==> config.mk <==
export PLATFORM = sky130hd
export DESIGN_NAME = radar_pass_tracker
export DESIGN_NICKNAME = d
export VERILOG_FILES = /design/src/rtl/core/rpt_pkg.sv /design/src/rtl/core/rpt_ram.sv /design/src/rtl/core/radar_pass_tracker.sv
export SDC_FILE = /design/constraint.sdc
export NUM_CORES = 1
export LEC_CHECK = 0
export ABC_AREA = 1
export CORE_UTILIZATION = 38
export DETAILED_ROUTE_END_ITERATION = 10
export DONT_BUFFER_PORTS = 1
export GPL_ROUTABILITY_DRIVEN = 0
export HOLD_SLACK_MARGIN = 0.12
export PLACE_DENSITY_LB_ADDON = 0.08
export SYNTH_ARGS = -nofsm -noshare
export SYNTH_HDL_FRONTEND = slang
export SYNTH_SLANG_ARGS = --single-unit
==> constraint.sdc <==
create_clock -name clk_i -period 4.56 [get_ports clk_i]
set_input_delay 0.456 -clock clk_i [delete_from_list [all_inputs] [get_ports clk_i]]
set_output_delay 0.456 -clock clk_i [all_outputs]
set_load 0.1 [all_outputs]
==> src/rtl/core/rpt_pkg.sv <==
// Shared types and constants for the radar pass tracker.
package rpt_pkg;

  localparam int SlotW  = 3;
  localparam int BinW   = 9;
  localparam int LevelW = 16;
  localparam int TrackW = 8;
  localparam int ConfW  = 4;
  localparam int PhaseW = 3;
  localparam int EventW = 16;
  localparam int CfgIdxW  = 3;
  localparam int CfgDataW = 16;

  localparam int Bins = 512;

  localparam logic [TrackW-1:0] FoundTracks  = 8'd2;
  localparam logic [ConfW-1:0]  NeededReset  = 4'd2;
  localparam logic [ConfW-1:0]  CapReset     = 4'd10;

  typedef enum logic [PhaseW-1:0] {
    PhWait     = 3'd0,
    PhFound    = 3'd1,
    PhApproach = 3'd2,
    PhFront    = 3'd3,
    PhRecede   = 3'd4,
    PhCount    = 3'd5
  } phase_e;

  typedef enum logic [CfgIdxW-1:0] {
    CfgMinBin    = 3'd0,
    CfgMinLevel  = 3'd1,
    CfgMinTracks = 3'd2,
    CfgCutoffBin = 3'd3,
    CfgConfNeed  = 3'd4,
    CfgConfCap   = 3'd5
  } cfg_idx_e;

  typedef struct packed {
    phase_e              phase;
    logic [ConfW-1:0]    bin_conf;
    logic [ConfW-1:0]    lvl_conf;
    logic [BinW-1:0]     last_bin;
    logic [LevelW-1:0]   last_lvl;
  } entry_t;

endpackage

==> src/rtl/core/rpt_ram.sv <==
// Generic single-write, single-read RAM with registered read data.
module rpt_ram #(
  parameter int WIDTH = 36,
  parameter int DEPTH = 8
) (
  input  logic                                   clk_i,
  input  logic                                   we_i,
  input  logic [((DEPTH > 1) ? $clog2(DEPTH) : 1)-1:0] waddr_i,
  input  logic [WIDTH-1:0]                       wdata_i,
  input  logic                                   re_i,
  input  logic [((DEPTH > 1) ? $clog2(DEPTH) : 1)-1:0] raddr_i,
  output logic [WIDTH-1:0]                       rdata_o
);

  logic [WIDTH-1:0] mem_q [DEPTH];
  logic [WIDTH-1:0] rdata_q;

  always_ff @(posedge clk_i) begin
    if (we_i) begin
      mem_q[waddr_i] <= wdata_i;
    end
    if (re_i) begin
      rdata_q <= mem_q[raddr_i];
    end
  end

  assign rdata_o = rdata_q;

endmodule

==> src/rtl/core/radar_pass_tracker.sv <==
// Radar pass tracker: per-slot pass phase machine over a slot state RAM.
// Path: RAM read register, then output register; one transaction per cycle unless
// out_stall_i holds a result; same-slot back-to-back updates use a write forward.
// Reset: config to defaults, event counter zero, per-slot valid bits cleared at once
// so every slot reads as waiting with zero state; no clearing pass.
module radar_pass_tracker
  import rpt_pkg::*;
#(
  parameter int SLOTS = 8
) (
  input  logic                clk_i,
  input  logic                rst_ni,
  input  logic                in_valid_i,
  output logic                in_stall_o,
  input  logic [SlotW-1:0]    slot_i,
  input  logic                entry_valid_i,
  input  logic [BinW-1:0]     peak_bin_i,
  input  logic [LevelW-1:0]   peak_level_i,
  input  logic [TrackW-1:0]   track_count_i,
  output logic                out_valid_o,
  input  logic                out_stall_i,
  output logic [SlotW-1:0]    slot_out_o,
  output logic [PhaseW-1:0]   phase_o,
  output logic                counted_o,
  output logic [EventW-1:0]   event_total_o,
  input  logic                cfg_we_i,
  input  logic [CfgIdxW-1:0]  cfg_index_i,
  input  logic [CfgDataW-1:0] cfg_data_i
);

  localparam int AddrW    = (SLOTS > 1) ? $clog2(SLOTS) : 1;
  localparam int SlotExtW = AddrW + SlotW;
  localparam int EntryW   = $bits(entry_t);

  function automatic logic [ConfW-1:0] conf_move(logic [ConfW-1:0] c, logic up,
                                                 logic [ConfW-1:0] cap);
    logic [ConfW-1:0] r;
    r = c;
    if (up) begin
      if (c < cap) r = c + 1'b1;
    end else if (c != '0) begin
      r = c - 1'b1;
    end
    return r;
  endfunction

  // configuration
  logic [BinW-1:0]   min_bin_q, cutoff_bin_q;
  logic [LevelW-1:0] min_lvl_q;
  logic [TrackW-1:0] min_trk_q;
  logic [ConfW-1:0]  need_q, cap_q;

  always_ff @(posedge clk_i or negedge rst_ni) begin
    if (!rst_ni) begin
      min_bin_q    <= '0;
      min_lvl_q    <= '0;
      min_trk_q    <= '0;
      cutoff_bin_q <= '0;
      need_q       <= NeededReset;
      cap_q        <= CapReset;
    end else if (cfg_we_i) begin
      unique case (cfg_idx_e'(cfg_index_i))
        CfgMinBin:    min_bin_q    <= cfg_data_i[BinW-1:0];
        CfgMinLevel:  min_lvl_q    <= cfg_data_i[LevelW-1:0];
        CfgMinTracks: min_trk_q    <= cfg_data_i[TrackW-1:0];
        CfgCutoffBin: cutoff_bin_q <= cfg_data_i[BinW-1:0];
        CfgConfNeed:  need_q       <= cfg_data_i[ConfW-1:0];
        CfgConfCap:   cap_q        <= cfg_data_i[ConfW-1:0];
        default: ;
      endcase
    end
  end

  // input decode
  logic [SlotExtW-1:0] in_slot_ext;
  logic [AddrW-1:0]    in_addr;
  logic                in_range;
  logic [BinW-1:0]     in_bin;
  logic                in_acc;

  assign in_slot_ext = {{AddrW{1'b0}}, slot_i};
  assign in_addr     = in_slot_ext[AddrW-1:0];
  assign in_range    = in_slot_ext < SlotExtW'(SLOTS);
  assign in_bin      = (32'(peak_bin_i) >= Bins) ? BinW'(Bins - 1) : peak_bin_i;

  // pipeline control
  logic s1_vld_q, out_vld_q, s1_adv;

  assign s1_adv     = s1_vld_q && !(out_vld_q && out_stall_i);
  assign in_stall_o = s1_vld_q && !s1_adv;
  assign in_acc     = in_valid_i && !in_stall_o;

  // stage 1 registers
  logic [SlotW-1:0]   s1_slot_q;
  logic [AddrW-1:0]   s1_addr_q;
  logic               s1_range_q, s1_ev_q;
  logic [BinW-1:0]    s1_bin_q;
  logic [LevelW-1:0]  s1_lvl_q;
  logic [TrackW-1:0]  s1_trk_q;
  logic               rd_vld_q, fwd_hit_q;
  entry_t             fwd_data_q;

  logic [SLOTS-1:0]   vld_q;
  logic [EventW-1:0]  evt_q, evt_d;

  logic               wr_en;
  entry_t             wr_data;
  logic [EntryW-1:0]  rd_raw;
  entry_t             cur, nxt;
  logic               bump, qual, res_bump;
  phase_e             res_phase;
  logic [ConfW-1:0]   bc, lc;

  rpt_ram #(
    .WIDTH(EntryW),
    .DEPTH(SLOTS)
  ) u_ram (
    .clk_i  (clk_i),
    .we_i   (wr_en),
    .waddr_i(s1_addr_q),
    .wdata_i(wr_data),
    .re_i   (in_acc),
    .raddr_i(in_addr),
    .rdata_o(rd_raw)
  );

  always_ff @(posedge clk_i or negedge rst_ni) begin
    if (!rst_ni) begin
      s1_vld_q  <= 1'b0;
      rd_vld_q  <= 1'b0;
      fwd_hit_q <= 1'b0;
      vld_q     <= '0;
    end else begin
      if (in_acc) begin
        s1_vld_q  <= 1'b1;
        rd_vld_q  <= vld_q[in_addr];
        fwd_hit_q <= wr_en && (s1_addr_q == in_addr);
      end else if (s1_adv) begin
        s1_vld_q  <= 1'b0;
      end
      if (wr_en) begin
        vld_q[s1_addr_q] <= 1'b1;
      end
    end
  end

  always_ff @(posedge clk_i) begin
    if (in_acc) begin
      s1_slot_q  <= slot_i;
      s1_addr_q  <= in_addr;
      s1_range_q <= in_range;
      s1_ev_q    <= entry_valid_i;
      s1_bin_q   <= in_bin;
      s1_lvl_q   <= peak_level_i;
      s1_trk_q   <= track_count_i;
      fwd_data_q <= wr_data;
    end
  end

  // read-modify-write
  always_comb begin
    if (fwd_hit_q) begin
      cur = fwd_data_q;
    end else if (rd_vld_q) begin
      cur = entry_t'(rd_raw);
    end else begin
      cur = '0;
    end

    qual = s1_ev_q && (s1_bin_q > min_bin_q) && (s1_lvl_q > min_lvl_q) &&
           (s1_trk_q > min_trk_q);
    nxt  = cur;
    bump = 1'b0;
    bc   = '0;
    lc   = '0;

    if (qual) begin
      unique case (cur.phase)
        PhFound: begin
          bc = conf_move(cur.bin_conf, s1_bin_q <= cur.last_bin, cap_q);
          lc = conf_move(cur.lvl_conf, s1_lvl_q >= cur.last_lvl, cap_q);
          nxt.bin_conf = bc;
          nxt.lvl_conf = lc;
          if (bc > need_q && lc > need_q) begin
            nxt.phase = PhApproach;
            bump      = 1'b1;
          end
        end
        PhApproach: begin
          if (s1_bin_q <= cutoff_bin_q) begin
            nxt.phase = PhFront;
            bump      = 1'b1;
          end
        end
        PhFront: begin
          nxt.bin_conf = '0;
          nxt.lvl_conf = '0;
          if (s1_bin_q > cutoff_bin_q) nxt.phase = PhRecede;
        end
        PhRecede: begin
          bc = conf_move(cur.bin_conf, s1_bin_q >= cur.last_bin, cap_q);
          lc = conf_move(cur.lvl_conf, s1_lvl_q <= cur.last_lvl, cap_q);
          nxt.bin_conf = bc;
          nxt.lvl_conf = lc;
          if (bc > need_q && lc > need_q) nxt.phase = PhCount;
        end
        PhCount: begin
          nxt.phase = PhWait;
          bump      = 1'b1;
        end
        default: begin
          nxt.phase = (s1_trk_q > FoundTracks) ? PhFound : PhWait;
        end
      endcase
      nxt.last_bin = s1_bin_q;
      nxt.last_lvl = s1_lvl_q;
    end else begin
      nxt.phase    = PhWait;
      nxt.bin_conf = '0;
      nxt.lvl_conf = '0;
    end
  end

  assign wr_en     = s1_adv && s1_range_q;
  assign wr_data   = nxt;
  assign res_phase = s1_range_q ? nxt.phase : PhWait;
  assign res_bump  = s1_range_q && bump;
  assign evt_d     = (s1_adv && res_bump) ? evt_q + 1'b1 : evt_q;

  // output register
  logic [SlotW-1:0]  out_slot_q;
  phase_e            out_phase_q;
  logic              out_cnt_q;
  logic [EventW-1:0] out_evt_q;

  always_ff @(posedge clk_i or negedge rst_ni) begin
    if (!rst_ni) begin
      out_vld_q <= 1'b0;
      evt_q     <= '0;
    end else begin
      evt_q     <= evt_d;
      out_vld_q <= s1_adv || (out_vld_q && out_stall_i);
    end
  end

  always_ff @(posedge clk_i) begin
    if (s1_adv) begin
      out_slot_q  <= s1_slot_q;
      out_phase_q <= res_phase;
      out_cnt_q   <= res_bump;
      out_evt_q   <= evt_d;
    end
  end

  assign out_valid_o   = out_vld_q;
  assign slot_out_o    = out_slot_q;
  assign phase_o       = out_phase_q;
  assign counted_o     = out_cnt_q;
  assign event_total_o = out_evt_q;

`ifndef NO_ASSERTIONS
  a_stall_only_when_busy: assert property (@(posedge clk_i) disable iff (!rst_ni)
    in_stall_o |-> (s1_vld_q && out_vld_q && out_stall_i))
    else $error("input stalled without a blocked result");

  a_count_steps: assert property (@(posedge clk_i) disable iff (!rst_ni)
    (s1_adv && res_bump) |=> (evt_q == $past(evt_q) + 1'b1))
    else $error("event counter did not advance by one");

  a_count_phase: assert property (@(posedge clk_i) disable iff (!rst_ni)
    (out_vld_q && out_cnt_q) |->
      (out_phase_q == PhApproach || out_phase_q == PhFront || out_phase_q == PhWait))
    else $error("counted result in a phase that never counts");

  a_no_write_out_of_range: assert property (@(posedge clk_i) disable iff (!rst_ni)
    (s1_adv && !s1_range_q) |-> (!res_bump && res_phase == PhWait))
    else $error("out-of-range slot changed state");
`endif

endmodule
==> qor.txt <==
Largest net degree at the start of global routing = 153
Synth top area share = 0.570
Maximum vdd drop = 0.345 mV
Final Setup Violations = 0
DRC = 6
Worst setup SP type = flop
Status = finished, violations left
Int Pwr = 8420 µW
CORE AREA = 57600 µm²
CTS Buf Count = 54
Chip height = 243 µm
RR Startpoint = fwd_hit_q
HP Class = primary input to flop
Min cycle time layout = 4.08 ns
Hold path depth = 2
Slew HR = 0.137
Vias in the first global route = 14.3k
Ratio of cells with drive above 1 in the final layout = 0.0749
Maximum fanout along the worst path = 24
HP Start = cfg_data_i[2]
All-layer global routing usage = 0.188
Worst path required time = 4.90 ns
Final Slew Violations = 0
Avg Cell Area, Syn = 11.2 µm²
Fin nets = 2192
Clk buf depth = 3
Clk root buf = clkbuf_16
Net count after synthesis = 2128
Synth cell count leaders = edfxtp_1 (420), nor2_1 (320), nand2_1 (273), o21ai_0 (231), inv_1 (118)
RSZ-0062 raised after global routing = false
DR WL/cell = 19.4 µm
First-pass GRT wire length = 85900 µm
Worst R2R Setup Slack = 0.48 ns
Fillers = 5329
End of the worst register-to-register path = event_total_o[0]
CP Capture Type = flop
Hold EP = min_bin_q[2]
Worst-Skew Late Latency = 0.63 ns
TritonCTS Sinks = 498
Switching Share = 0.287
Async SR Flop Fraction = 0.157
Area grow syn2layout = 14.7%
Count of cell types in the netlist = 49
Worst slew pin tran = 1.28 ns
Setup TNS = 0 ns
CTS tree = done
Mapped Cells = 1973
Number of synthesized register bits = 498
Cell taking the most area after synthesis = edfxtp_1
Synth Warn # = 0
Via count = 14.6k
Max Freq = 0.245 GHz
Die area = 59200 µm²
Die width = 243 µm
CTS H-Tree Depth = 2
Total wire length = 55400 µm
Failing checks = design-rule violations
Post-synthesis sequential area ratio = 0.658
Sw power = 3390 µW
Total gr overflow = 0
Comb power frac = 0.162
Count leader, synth = edfxtp_1
Initial core utilization = 0.384
Clock share of power = 0.356
Clock-pin slew on the worst setup and hold paths = 0.06 ns
PD cells = 465 nW/µm²
DR iter-0 viols = 1183
Post-synth EDFFs = 420
DR vias/cell = 5.14
Worst setup path class = flop to flop
R2r worst-path depth = 22
HPWL Detailed = 34000 µm
Sequential power share = 0.482
Number of max-cap violations = 0
Leading post-synthesis cells by cell area = edfxtp_1 (57%), dfrtp_1 (8.5%), nor2_1 (5.4%), ha_1 (5.3%), o21ai_0 (5.2%)
Pre-antenna DRT Iters = 8
Synthesized area = 22100 µm²
CP arrival = 4.41 ns
Final Hold Viols = 0
PortBufs = 0
Initial antenna violation count = 1
Routed Antenna Nets = 0
Leak pwr = 0.00953 µW
Layout Skew = 0.0482 ns
Worst hold slack = 0.155 ns
Synth Flop Type = edfxtp_1
Row count = 88
IO Count = 86
Period Utilization, post-route = 0.894
-- cell families after synthesis --
kind of cell / count (synthesis) / share of synthesized area
AO/OA/AOI/OAI: 405 / 0.101
XOR/XNOR: 18 / 0.00712
adder cells (fa/ha/maj): 94 / 0.0531
buffers and inverters: 209 / 0.0393
flip-flops: 498 / 0.658
AND/OR/NAND/NOR: 749 / 0.142
-- worst max-delay path by stage --
stage,from,endpoint,depth (start not counted)
finish,fwd_hit_q,event_total_o[0],22
global route,rd_vld_q,event_total_o[0],22
CTS,rd_vld_q,event_total_o[0],22
detailed placement,rd_vld_q,event_total_o[0],22
global placement,fwd_hit_q,event_total_o[14],20
floorplan,out_valid_o,rd_vld_q,7
-- cell type report --
type	instances	area (µm²)	area share
Antenna cell	5	12.5	0.000493
Sequential cell	498	14600	0.573
Timing Repair Buffer	89	887	0.0349
Tap cell	765	957	0.0377
Inverter	127	483	0.0190
Multi-Input combinational cell	1267	6790	0.267
Clock inverter	32	287	0.0113
Clock buffer	69	1420	0.0558
-- registers in the layout, summed over array words and instances, names as in the netlist, 3 cells and up --
register,cells
u_ram.mem_q,288
min_bin_q,9
s1_lvl_q,16
u_ram.rdata_o,36
fwd_data_q,36
event_total_o,16
cap_q,4
need_q,4
cutoff_bin_q,9
s1_addr_q,3
min_trk_q,8
s1_bin_q,9
s1_trk_q,8
vld_q,8
evt_q,16
min_lvl_q,16
phase_o,3
slot_out_o,3
-- cell usage in the layout (no fill, tap or decap), types with 54 or more instances in the layout --
master     instances
edfxtp_1         420
nor2_1           310
nand2_1          273
o21ai_0          231
inv_1            114
ha_1              94
dfrtp_1           75
nand3_1           73
a21oi_1           58
clkbuf_16         54
-- timing repair --
action                                  in CTS  in global routing
resized for setup                            0                  4
setup buffers                                0                  5
hold buffers                                49                  0
endpoints found under the setup margin       0                 42
hold endpoints to repair                   127                  0
-- stage by stage --
step	worst slack, ns	instances	power (µW)	cell area, µm²	utilization
after global routing	0.0724	2847	12400	25400	0.441
final	0.482	2852	11800	25400	0.441
after global placement	0.334	2691	7580	23100	0.401
after detailed placement	0.231	2691	7620	23100	0.401
after CTS	0.197	2841	11900	25300	0.440
after floorplan	0.295	1973	7040	22100	-
-- critical path, cell delays in order, from the launching register on --
cell	delay [ns]
dfrtp_1	0.43
buf_6	0.25
buf_4	0.19
a22oi_1	0.12
ha_1	0.33
nand2_1	0.07
nor2_1	0.20
nand3b_1	0.13
nand3_1	0.10
nand2_1	0.15
inv_1	0.15
nand2_1	0.08
and2_1	0.16
ha_1	0.31
nand2_1	0.07
o21ai_0	0.16
nand4_1	0.17
nand2_1	0.10
nand2_1	0.10
nand2_4	0.17
nand3_4	0.16
nand2_1	0.11
nand2_1	0.08
-- per-layer routing --
layer  share of wire  vias up  global-route usage
met2            0.45      284               0.297
met5               0        -                   0
li1                -     7121                   -
met3           0.041       81              0.0223
met4           0.022        0              0.0535
met1            0.49     7162               0.272
-- power groups by stage --
| stage | Combinational [µW] | Clock, µW | Sequential, µW |
|---|---|---|---|
| after CTS | 1900 | 4320 | 5690 |
| after floorplan | 1320 | 0 | 5720 |
| after detailed placement | 1830 | 0 | 5780 |
| final | 1910 | 4210 | 5690 |
| after global placement | 1790 | 0 | 5780 |
| after global routing | 2200 | 4470 | 5720 |
No activity file was read; power rests on OpenSTA's default activity.
